==> config.mk <==
export PLATFORM = sky130hd
export DESIGN_NAME = grt_ctrl
export DESIGN_NICKNAME = d
export VERILOG_FILES = /design/src/sv/grt_pkg.sv /design/src/sv/grt_ctrl.sv
export SDC_FILE = /design/constraint.sdc
export NUM_CORES = 1
export LEC_CHECK = 0
export ABC_AREA = 1
export BUFFER_PORTS_ARGS = -buffer_cell sky130_fd_sc_hd__buf_2
export CORE_MARGIN = 10
export CORE_UTILIZATION = 52
export DETAILED_ROUTE_END_ITERATION = 10
export GPL_ROUTABILITY_DRIVEN = 0
export HOLD_SLACK_MARGIN = 0.05
export PLACE_DENSITY = 0.83
export SYNTH_ARGS = -nofsm -noshare
export SYNTH_HDL_FRONTEND = slang
export SYNTH_SLANG_ARGS = --single-unit
==> constraint.sdc <==
create_clock -name aclk -period 2.8 [get_ports aclk]
set_clock_uncertainty 0.1 [all_clocks]
set_input_delay 0.56 -clock aclk [delete_from_list [all_inputs] [get_ports aclk]]
set_output_delay 0.56 -clock aclk [all_outputs]
set_load 0.01 [all_outputs]
==> src/sv/grt_pkg.sv <==
`timescale 1ns / 1ps
// ----------------------------------------------------------------------------
// grt_pkg
// shared types and constants of the greedy geographic route tracer
// ----------------------------------------------------------------------------
package grt_pkg;

    localparam int COORD_W  = 16;
    localparam int IDX_W    = 10;
    localparam int CFG_W    = 16;
    localparam int CNT_OUT_W = 11;

    // input opcodes
    localparam logic OP_LOAD  = 1'b0;
    localparam logic OP_TRACE = 1'b1;

    // result status codes
    localparam logic [1:0] ST_REACHED = 2'd0;
    localparam logic [1:0] ST_LOOP    = 2'd1;
    localparam logic [1:0] ST_NO_HOP  = 2'd2;
    localparam logic [1:0] ST_IS_DEST = 2'd3;

    // configuration register indexes
    localparam logic [1:0] CFG_NODE_COUNT = 2'd0;
    localparam logic [1:0] CFG_DEST_ID    = 2'd1;
    localparam logic [1:0] CFG_COMM_RANGE = 2'd2;

    // commands from controller to datapath
    typedef struct packed {
        logic       load_wr;
        logic       start_q;
        logic       clr_step;
        logic       rd_me;
        logic       latch_me;
        logic       scan_step;
        logic       vis_rd;
        logic       vis_mark;
        logic       adv_hop;
        logic       set_res;
        logic [1:0] res_status;
        logic       res_use_hops;
        logic       load_out;
    } grt_cmd_t;

    // status from datapath to controller
    typedef struct packed {
        logic idx_bad;
        logic idx_is_dest;
        logic clr_last;
        logic scan_none;
        logic scan_last;
        logic pipe_empty;
        logic have_hop;
        logic visited;
        logic pick_is_dest;
        logic out_busy;
    } grt_sts_t;

endpackage

==> src/sv/grt_ctrl.sv <==
`timescale 1ns / 1ps
// ----------------------------------------------------------------------------
// grt_ctrl
// sequencer for loads, visited clearing, per-hop scans and result handoff
// ----------------------------------------------------------------------------
module grt_ctrl import grt_pkg::*; (
    input  logic     aclk,
    input  logic     aresetn,
    input  logic     s_tvalid,
    output logic     s_tready,
    input  logic     s_opcode,
    input  grt_sts_t sts,
    output grt_cmd_t cmd
);

    typedef enum logic [8:0] {
        S_IDLE   = 9'b000000001,
        S_CLEAR  = 9'b000000010,
        S_RDME   = 9'b000000100,
        S_LATCH  = 9'b000001000,
        S_SCAN   = 9'b000010000,
        S_DRAIN  = 9'b000100000,
        S_DECIDE = 9'b001000000,
        S_VCHK   = 9'b010000000,
        S_FINISH = 9'b100000000
    } state_t;

    state_t state_reg, state_next;

    assign s_tready = (state_reg == S_IDLE);

    always_comb begin
        state_next = state_reg;
        cmd        = '0;
        case (state_reg)
            S_IDLE: begin
                if (s_tvalid) begin
                    if (s_opcode == OP_LOAD) begin
                        cmd.load_wr = 1'b1;
                    end else if (sts.idx_bad) begin
                        cmd.set_res    = 1'b1;
                        cmd.res_status = ST_NO_HOP;
                        state_next     = S_FINISH;
                    end else if (sts.idx_is_dest) begin
                        cmd.set_res    = 1'b1;
                        cmd.res_status = ST_IS_DEST;
                        state_next     = S_FINISH;
                    end else begin
                        cmd.start_q = 1'b1;
                        state_next  = S_CLEAR;
                    end
                end
            end
            S_CLEAR: begin
                cmd.clr_step = 1'b1;
                if (sts.clr_last) state_next = S_RDME;
            end
            S_RDME: begin
                cmd.rd_me  = 1'b1;
                state_next = S_LATCH;
            end
            S_LATCH: begin
                cmd.latch_me = 1'b1;
                state_next   = sts.scan_none ? S_DRAIN : S_SCAN;
            end
            S_SCAN: begin
                cmd.scan_step = 1'b1;
                if (sts.scan_last) state_next = S_DRAIN;
            end
            S_DRAIN: begin
                if (sts.pipe_empty) state_next = S_DECIDE;
            end
            S_DECIDE: begin
                if (!sts.have_hop) begin
                    cmd.set_res    = 1'b1;
                    cmd.res_status = ST_NO_HOP;
                    state_next     = S_FINISH;
                end else begin
                    cmd.vis_rd = 1'b1;
                    state_next = S_VCHK;
                end
            end
            S_VCHK: begin
                if (sts.visited) begin
                    cmd.set_res    = 1'b1;
                    cmd.res_status = ST_LOOP;
                    state_next     = S_FINISH;
                end else if (sts.pick_is_dest) begin
                    cmd.vis_mark     = 1'b1;
                    cmd.set_res      = 1'b1;
                    cmd.res_status   = ST_REACHED;
                    cmd.res_use_hops = 1'b1;
                    state_next       = S_FINISH;
                end else begin
                    cmd.vis_mark = 1'b1;
                    cmd.adv_hop  = 1'b1;
                    state_next   = S_RDME;
                end
            end
            S_FINISH: begin
                if (!sts.out_busy) begin
                    cmd.load_out = 1'b1;
                    state_next   = S_IDLE;
                end
            end
            default: state_next = S_IDLE;
        endcase
    end

    always_ff @(posedge aclk) begin
        if (!aresetn) begin
            state_reg <= S_IDLE;
        end else begin
            state_reg <= state_next;
        end
    end

endmodule

* Yosys cells after proc, flatten, opt, wreduce, memory -nomap -nowiden
Cells that the tools add are included.
** Cells by class
- Reductions and logical operators :: 1
- Mux-type cells :: 40
- Equality and inequality tests :: 15
** Operator list (number)
- $mux 9 :: 11
- $pmux 9 s9 :: 1
- $mux 3 :: 6
- $mux 1 :: 15
- $ne 2x2->1 const B :: 5
- $eq 9x1->1 const B :: 1
- $eq 9x2->1 const B :: 1
- $eq 9x3->1 const B :: 1
- $eq 9x4->1 const B :: 1
- $eq 9x5->1 const B :: 1
- $eq 9x6->1 const B :: 1
- $eq 9x7->1 const B :: 1
- $eq 9x8->1 const B :: 1
- $eq 9x9->1 const B :: 1
- $pmux 3 s3 :: 1
- $mux 2 :: 4
- $mux 6 :: 1
- $reduce_and 6->1 :: 1
- $mux 4 :: 1
- $ne 2x1->1 const B :: 1
** Storage, ports and cells
- Bits of input ports :: 14
- Output and inout bits :: 15
- Bits in registers :: 9

* Depth between registers and ports, before layout
Gate-level depths: netlist of run 1.
- Depth after elaboration :: 5
- Gate-level depth with buffers :: 10

* Worst setup path before layout of run 1
Ideal clock, no wire load.
- Kind :: flip-flop to output port
- From :: reg state_reg[8]
- To :: out cmd[3] (netlist bit)
- Arrival :: 1.297 ns
- Data required time :: 2.140 ns
- Path buffers :: 1
- Stages on the path, launching flop included :: 7
- Path slack :: 0.843 ns
- Cells stage by stage :: dfxtp_1 > inv_2 > buf_6 > nand3_2 > nor3_4 > o21ai_1 > o21ai_0
** RTL lines
- from (decl) :: line grt_ctrl.sv:28 : state_t state_reg, state_next;
- from (signal assigned) :: line grt_ctrl.sv:114 : state_reg <= state_next;
- to (decl) :: line grt_ctrl.sv:13 : output grt_cmd_t cmd

==> key figures, run 1 <==
Run status
  – Status: complete, no violations

Pwr
  – Static Leak: ~0.00060 uW
  – Power Dens Cells: approximately 930 nW/um2
  – Worst vdd ir: 531 uV

Floorplan
  – Rows: 14
  – Starting Density: 0.550
  – Core Box Area: 1520 um2
  – Die X-Extent: around 60 um
  – Die height: around 60 um
  – I/O Pins: 29
  – Die ar.: between 3000 and 4000 um2

GRT
  – Largest net degree at the start of global routing: 13
  – Tot GR Track Use: 0.138
  – Overflow after GRT: 0
  – Vias in the first global route: around 900
  – Initial antenna violation count: 0
  – First-pass GRT wire length: approximately 4 mm

Timing
  – RSZ-0062 raised after global routing: no
  – Hold WS: 0.441 ns
  – Pins over their slew limit: 0
  – Tcrit/Tclk final: 0.819
  – Setup tns final: 0 ns
  – # setup viols final: 0
  – Fin. Hold Viols: 0
  – Max Fclk: 436 MHz
  – Least-Margin Pin Slew: approximately 0.38 ns
  – Final WS setup: 0.506 ns
  – Relative slew slack: 0.747
  – Fin crit period: roughly 2.3 ns

Setup path
  – Max incr delay on CP: ~0.35 ns
  – Worst endpoint required time: between 2 and 2.5 ns
  – CP Depth: 6
  – Setup crit start kind: flip-flop
  – CP Buf/Inv Count: 2
  – Worst r2r path cells: 9
  – Slowest CP cell: dfxtp_1
  – CP Cell Sequence: inv_2 > nand3_2 > nor3_4 > o21ai_1 > o211ai_1 > buf_2
  – Crit-path leading delay family: simple AND/OR/NAND/NOR gates
  – CP arrival: 1.63 ns
  – Crit-path max FO: 12
  – Crit Path Class: flip-flop to output port
  – CP Capture Type: output port

Finish
  – Final core utilization: 0.663
  – ANT cells: 0
  – Share of post-route cells with drive strength above 1: 0.312
  – # fillers: about 140
  – Synthesis-to-layout area growth: 20.4%
  – Fin nets: about 190
  – Max reg flops: 9

Place
  – Final HPWL DP: between 1.5 and 2 mm
  – Pre-CTS setup slack: around 0.79 ns
  – Buffers on Ports: 28

Clocking
  – Clock sink total: 9
  – Clock Path Buffers: 2
  – Hold_buf cts: 0
  – CTS Buf Count: 3
  – Setup Fix Bufs, Post-CTS: 0
  – Clk pin slew, worst setup/hold paths: ~0.06 ns
  – Clk root buf: clkbuf_4
  – H-tree levels: 1
  – TritonCTS clock tree: done
  – Cts repair resizes: 0
  – Clock latency on the worst-skew pair: 0.27 ns

Synth
  – Yosys warns: 0
  – Post-synth EDFFs: 0
  – #FFs+latches synth: 9
  – Cell count after synthesis: 140
  – Post-synth top area cell: dfxtp_1
  – Avg Cell Area, Syn: ~6 um2
  – Syn Nets: around 150
  – Synth unique cells: 25
  – Ys async rst share: 0
  – Top cells by area, synth: dfxtp_1, nand3_1, nand2_1
  – Area share of the largest cell type after synthesis: 0.215
  – Main synth FF type: dfxtp_1
  – Synth Cell Area: 838 um2
  – Register area share after synthesis: 0.215

Routing
  – Wire per inst: between 10 and 15 um
  – Remaining antenna violation count after routing: 0
  – Pre-antenna DRT Iters: 4
  – Drt drc: 0
  – First-iteration detailed-routing DRC count: 14
  – Routed via count: roughly 960
  – Vias per inst: between 5 and 6
  – WL final: 2.29 mm

Hold path
  – Worst hold path class: input pin to flip-flop
  – Hold-critical path depth: 3

Job
  – Max-cap viol count: 0
-- worst reg2reg max path: cells and delay by family (launching register included) --
family,cells,cell delay (ns)
buf+inv,1,0.11
flops,1,0.50
simple gates,8,0.76
-- cells in the mapped netlist, types with 2 or more instances --
cell type  instances
dfxtp_1            9
inv_1             23
inv_2              4
nand2_1           24
nand2_2            2
nand3_1           18
nand3_2            3
nand4_1            3
nor2_1            21
nor2_2             6
nor2_4             3
nor3_1             7
o21ai_0            4
o21bai_1           2
-- power by group --
part / leakage, uW / switching, uW / internal (uW)
Sequential: 0.0000735 / 59.8 / 163
Combinational: 0.000517 / 383 / 225
Clock: 0.0000150 / 51.2 / 55.3
Total: 0.000605 / 494 / 444
-- cells by family (layout without fill, tap and decap cells) --
logic type | count (synthesis) | in the layout | share of synthesized area
AO/OA/AOI/OAI | 8 | 8 | 0.0567
buffers and inverters | 30 | 60 | 0.146
AND/OR/NAND/NOR | 93 | 93 | 0.582
flip-flops | 9 | 9 | 0.215
-- per-stage QoR --
step / area, um2 / power, uW / instances
6_report: 1010 / 937 / 186
3_3_place_gp: 983 / 818 / 182
2_1_floorplan: 838 / 710 / 140
5_1_grt: 1010 / 1040 / 186
3_5_place_dp: 983 / 836 / 182
4_1_cts: 1010 / 939 / 186
-- path summary, 6_finish.rpt --
path | startpoint | to | slack (ns)
worst min register to register | state_reg[4] | state_reg[4] | 0.45
worst max-delay path | state_reg[8] | cmd[4] | 0.51
worst min-delay path | sts[3] | state_reg[7] | 0.44
worst max register to register | state_reg[1] | state_reg[4] | 1.22
-- placed cells by master (no fill, tap or decap), drive strengths merged --
cell type,count
and3b,1
buf,28
clkbuf,4
dfxtp,9
inv,28
nand2,27
nand3,21
nand3b,2
nand4,3
nor2,30
nor3,8
nor4,1
o211ai,1
o21ai,5
o21bai,2
-- layout make-up --
cell class,count,area (um2),area share
multi-input combinational,101,536,0.530
sequential,9,180,0.178
timing repair buffer,28,140,0.139
inverter,28,108,0.107
clock buffer,4,26.3,0.0260
tap,16,20.0,0.0198
-- routing by layer --
metal | global-route usage | wire (um)
met1 | 0.159 | 920
met2 | 0.231 | 1170
met3 | 0.0403 | 145
met4 | 0.0577 | 49
met5 | 0 | 0
(Power assumes the default switching activity.)
==> run 2: changes to the inputs <==
- ABC_AREA: 1 -> 0
- CORE_UTILIZATION: 52 -> 43
- PLACE_DENSITY: 0.83 -> 0.74
- clock period: 2.8 -> 1.9 ns (I/O delays scaled with it)
==> run 2 against run 1 <==
Against the previous run:
- the flow now finishes with violations (negative setup slack)
- utilization up 26 points
- power up 64%
- via count up 29%
- largest power group unchanged
- wire length up 96%
- cell area up 58%
- first-iteration DRC count rose to 6.6 times the previous value
- global-route usage up 3.1 points
- largest cell class unchanged
==> key figures, run 2 <==
Run status
  – Failing checks: negative setup slack
  – Status: finished, violations left (was complete, no violations)

Timing
  – # setup viols final: 24 (was 0)
  – Final WS setup: -0.707 ns (was 0.506 ns)
  – Setup tns final: -9.55 ns (was 0 ns)
  – Least-Margin Pin Slew: 0.405 ns (was 0.377 ns)
  – Fin. Hold Viols: 0 (unchanged)
  – Max Fclk: about 380 MHz
  – Tcrit/Tclk final: 1.37
  – Fin crit period: about 2.6 ns
  – Pins over their slew limit: 0 (unchanged)
  – Hold WS: 0.279 ns (was 0.441 ns)
  – RSZ-0062 raised after global routing: yes (was no)
  – Relative slew slack: 0.730 (was 0.747)

GRT
  – Largest net degree at the start of global routing: 9 (was 13)
  – First-pass GRT wire length: 5.51 mm (was 3.95 mm)
  – Tot GR Track Use: 0.169 (was 0.138)
  – GRT met3 Usage: 0.0520 (was 0.0403)
  – Met2 global-route usage: 0.321 (was 0.231)
  – Vias in the first global route: 1,169 (was 903)
  – Initial antenna violation count: 0 (unchanged)
  – Overflow after GRT: 0 (unchanged)
  – Most Crowded Layer GR: met2 (unchanged)
  – M1 GR Usage: 0.167 (was 0.159)

Synth
  – Post-synth top area cell: dfxtp_1 (unchanged)
  – Post-synth EDFFs: 0 (unchanged)
  – Register area share after synthesis: 0.230 (was 0.215)
  – Cell count after synthesis: 98 (was 140)
  – Top cells by area, synth: dfxtp_1, nor2b_1, nor3_1 (was dfxtp_1, nand3_1, nand2_1)
  – Most common cell in the netlist: dfxtp_1 (was nand2_1)
  – Commonest cells in the netlist: dfxtp_1, nand2_1, nor2_1, nor3_1, nor2b_1 (was nand2_1, inv_1, nor2_1, nand3_1, dfxtp_1)
  – Yosys warns: 0 (unchanged)
  – Area share of the largest cell type after synthesis: 0.230 (was 0.215)
  – Syn Nets: 112 (was 154)
  – Avg Cell Area, Syn: 7.99 um2 (was 5.99 um2)
  – #FFs+latches synth: 9 (unchanged)
  – Synth unique cells: 43 (was 25)
  – Ys async rst share: 0 (unchanged)
  – Main synth FF type: dfxtp_1 (unchanged)
  – Synth Cell Area: 783 um2 (was 838 um2)

Setup path
  – CP arrival: 2.13 ns (was 1.63 ns)
  – Crit-path max FO: 2 (was 12)
  – CP Capture Type: output port (unchanged)
  – Most used cell, CP: or4_4
  – Slowest CP cell: or4_4 (was dfxtp_1)
  – Setup crit start kind: flip-flop (unchanged)
  – CP Cell Sequence: or4_4 > or4_4 > nor4_4 > buf_2 (was inv_2 > nand3_2 > nor3_4 > o21ai_1 > o211ai_1 > buf_2)
  – Max incr delay on CP: 0.54 ns (was 0.35 ns)
  – Crit Path Class: flip-flop to output port (unchanged)
  – Worst endpoint required time: 1.42 ns (was 2.14 ns)

Clocking
  – TritonCTS clock tree: done (unchanged)
  – Hold_buf cts: 0 (unchanged)
  – Clk root buf: clkbuf_4 (unchanged)
  – Clock Path Buffers: 2 (unchanged)
  – CTS Buf Count: 3 (unchanged)
  – Clk pin slew, worst setup/hold paths: 0.08 ns (was 0.06 ns)
  – H-tree levels: 1 (unchanged)
  – Clock sink total: 9 (unchanged)
  – Clock latency on the worst-skew pair: 0.28 ns (was 0.27 ns)

Floorplan
  – Die ar.: 3930 um2 (was 3620 um2)
  – Core Box Area: 1730 um2 (was 1520 um2)
  – Die X-Extent: 62.7 um (was 60.2 um)
  – Die height: 62.7 um (was 60.2 um)
  – I/O Pins: 29 (unchanged)
  – Rows: 15 (was 14)
  – Starting Density: 0.454 (was 0.550)

Routing
  – First-iteration detailed-routing DRC count: 92 (was 14)
  – Pre-antenna DRT Iters: 5 (was 4)
  – Wire per inst: 22.4 um (was 12.3 um)
  – WL final: 4.48 mm (was 2.29 mm)
  – Remaining antenna violation count after routing: 0 (unchanged)
  – Vias per inst: 6.18 (was 5.17)
  – Routed via count: 1,235 (was 961)
  – Drt drc: 0 (unchanged)

Finish
  – Most frequent cells in the layout: buf_4, buf_2, buf_6, nor2b_1, nand2_1 (was buf_2, nand2_1, inv_1, nor2_1, nand3_1)
  – Share of post-route cells with drive strength above 1: 0.726 (was 0.312)
  – Fin nets: 190 (was 185)
  – # fillers: 72 (was 139)
  – Register Area: 196 um2 (was 180 um2)
  – Synthesis-to-layout area growth: 104% (was 20.4%)
  – Max reg flops: 9 (unchanged)
  – ANT cells: 0 (unchanged)
  – Area of the multi-input gates: 776 um2 (was 536 um2)
  – Commonest non-fill, non-tap cell in the layout: buf_4 (was buf_2)

Pwr
  – Int Pwr: 852 uW (was 444 uW)
  – NetSw: 686 uW (was 494 uW)
  – Power Dens Cells: 964 nW/um2 (was 928 nW/um2)
  – Worst vdd ir: 614 uV (was 531 uV)
  – Logic gate share of total power: 0.731 (was 0.648)
  – Sw Ratio: 0.446 (was 0.527)
  – Reg power frac: 0.162 (was 0.238)
  – Static Leak: 0.000774 uW (was 0.000605 uW)
  – Clock network power share: 0.106 (was 0.114)

Hold path
  – Worst hold path class: input pin to flip-flop (unchanged)

Place
  – Buffers on Ports: 28 (unchanged)
  – Pre-CTS setup slack: -0.362 ns (was 0.793 ns)
  – Final HPWL DP: 2.33 mm (was 1.94 mm)

Job
  – Max-cap viol count: 0 (unchanged)
run 2: cell type report:
cell class	count	area share
timing repair buffer	77	0.349
tap	25	0.0196
clock buffer	3	0.0141
sequential	9	0.123
clock inverter	1	0.00314
inverter	2	0.00471
multi-input combinational	83	0.486
run 2: cell families after synthesis:
logic type      count (synthesis)  share of synthesized area
compound gates                 22                      0.214
xor+xnor                        1                     0.0112
buf+inv                         6                     0.0543
flops                           9                      0.230
simple gates                   60                      0.490
run 2: power by group through the flow:
| stage | logic (uW) | clock network (uW) | registers [uW] |
|---|---|---|---|
| global route | 1180 | 172 | 250 |
| finish | 1120 | 164 | 249 |
| CTS | 979 | 158 | 238 |
| detailed placement | 730 | 0 | 242 |
| floorplan | 445 | 0 | 234 |
| global placement | 703 | 0 | 239 |
run 2: worst paths after layout:
check / cells past startpoint / start / slack, ns / endpoint
worst max register to register: 8 / state_reg[0] / -0.55 / state_reg[1]
worst min register to register: 2 / state_reg[8] / 0.47 / state_reg[8]
worst max-delay path: 4 / state_reg[0] / -0.71 / cmd[5]
worst min-delay path: 2 / aresetn / 0.28 / state_reg[0]
run 2: metal layers:
metal  vias up  wire length [um]
li1        523                 -
met1       581              1690
met2       105              2150
met3        26               431
met4         0               198
met5         -                 0
run 2: metrics by stage:
step / cell area, um2 / cells / utilization / power (uW)
6_report: 1600 / 200 / 0.924 / 1540
5_1_grt: 1600 / 200 / 0.924 / 1600
4_1_cts: 1480 / 193 / 0.854 / 1370
3_5_place_dp: 1180 / 178 / 0.686 / 973
3_3_place_gp: 1180 / 178 / 0.686 / 943
2_1_floorplan: 816 / 98 / - / 679
run 2: timing repair:
| item | in CTS | in global routing |
|---|---|---|
| resized for setup | 41 | 18 |
| pin swaps | 13 | 9 |
| setup buffers | 11 | 7 |
| setup endpoints to repair | 24 | 24 |
run 2: worst max-delay path: cells and delay by family, from the launching register on:
family	cells	cell delay [ns]
DFF	1	0.34
buffers and inverters	1	0.20
and+or+nand+nor	3	1.30
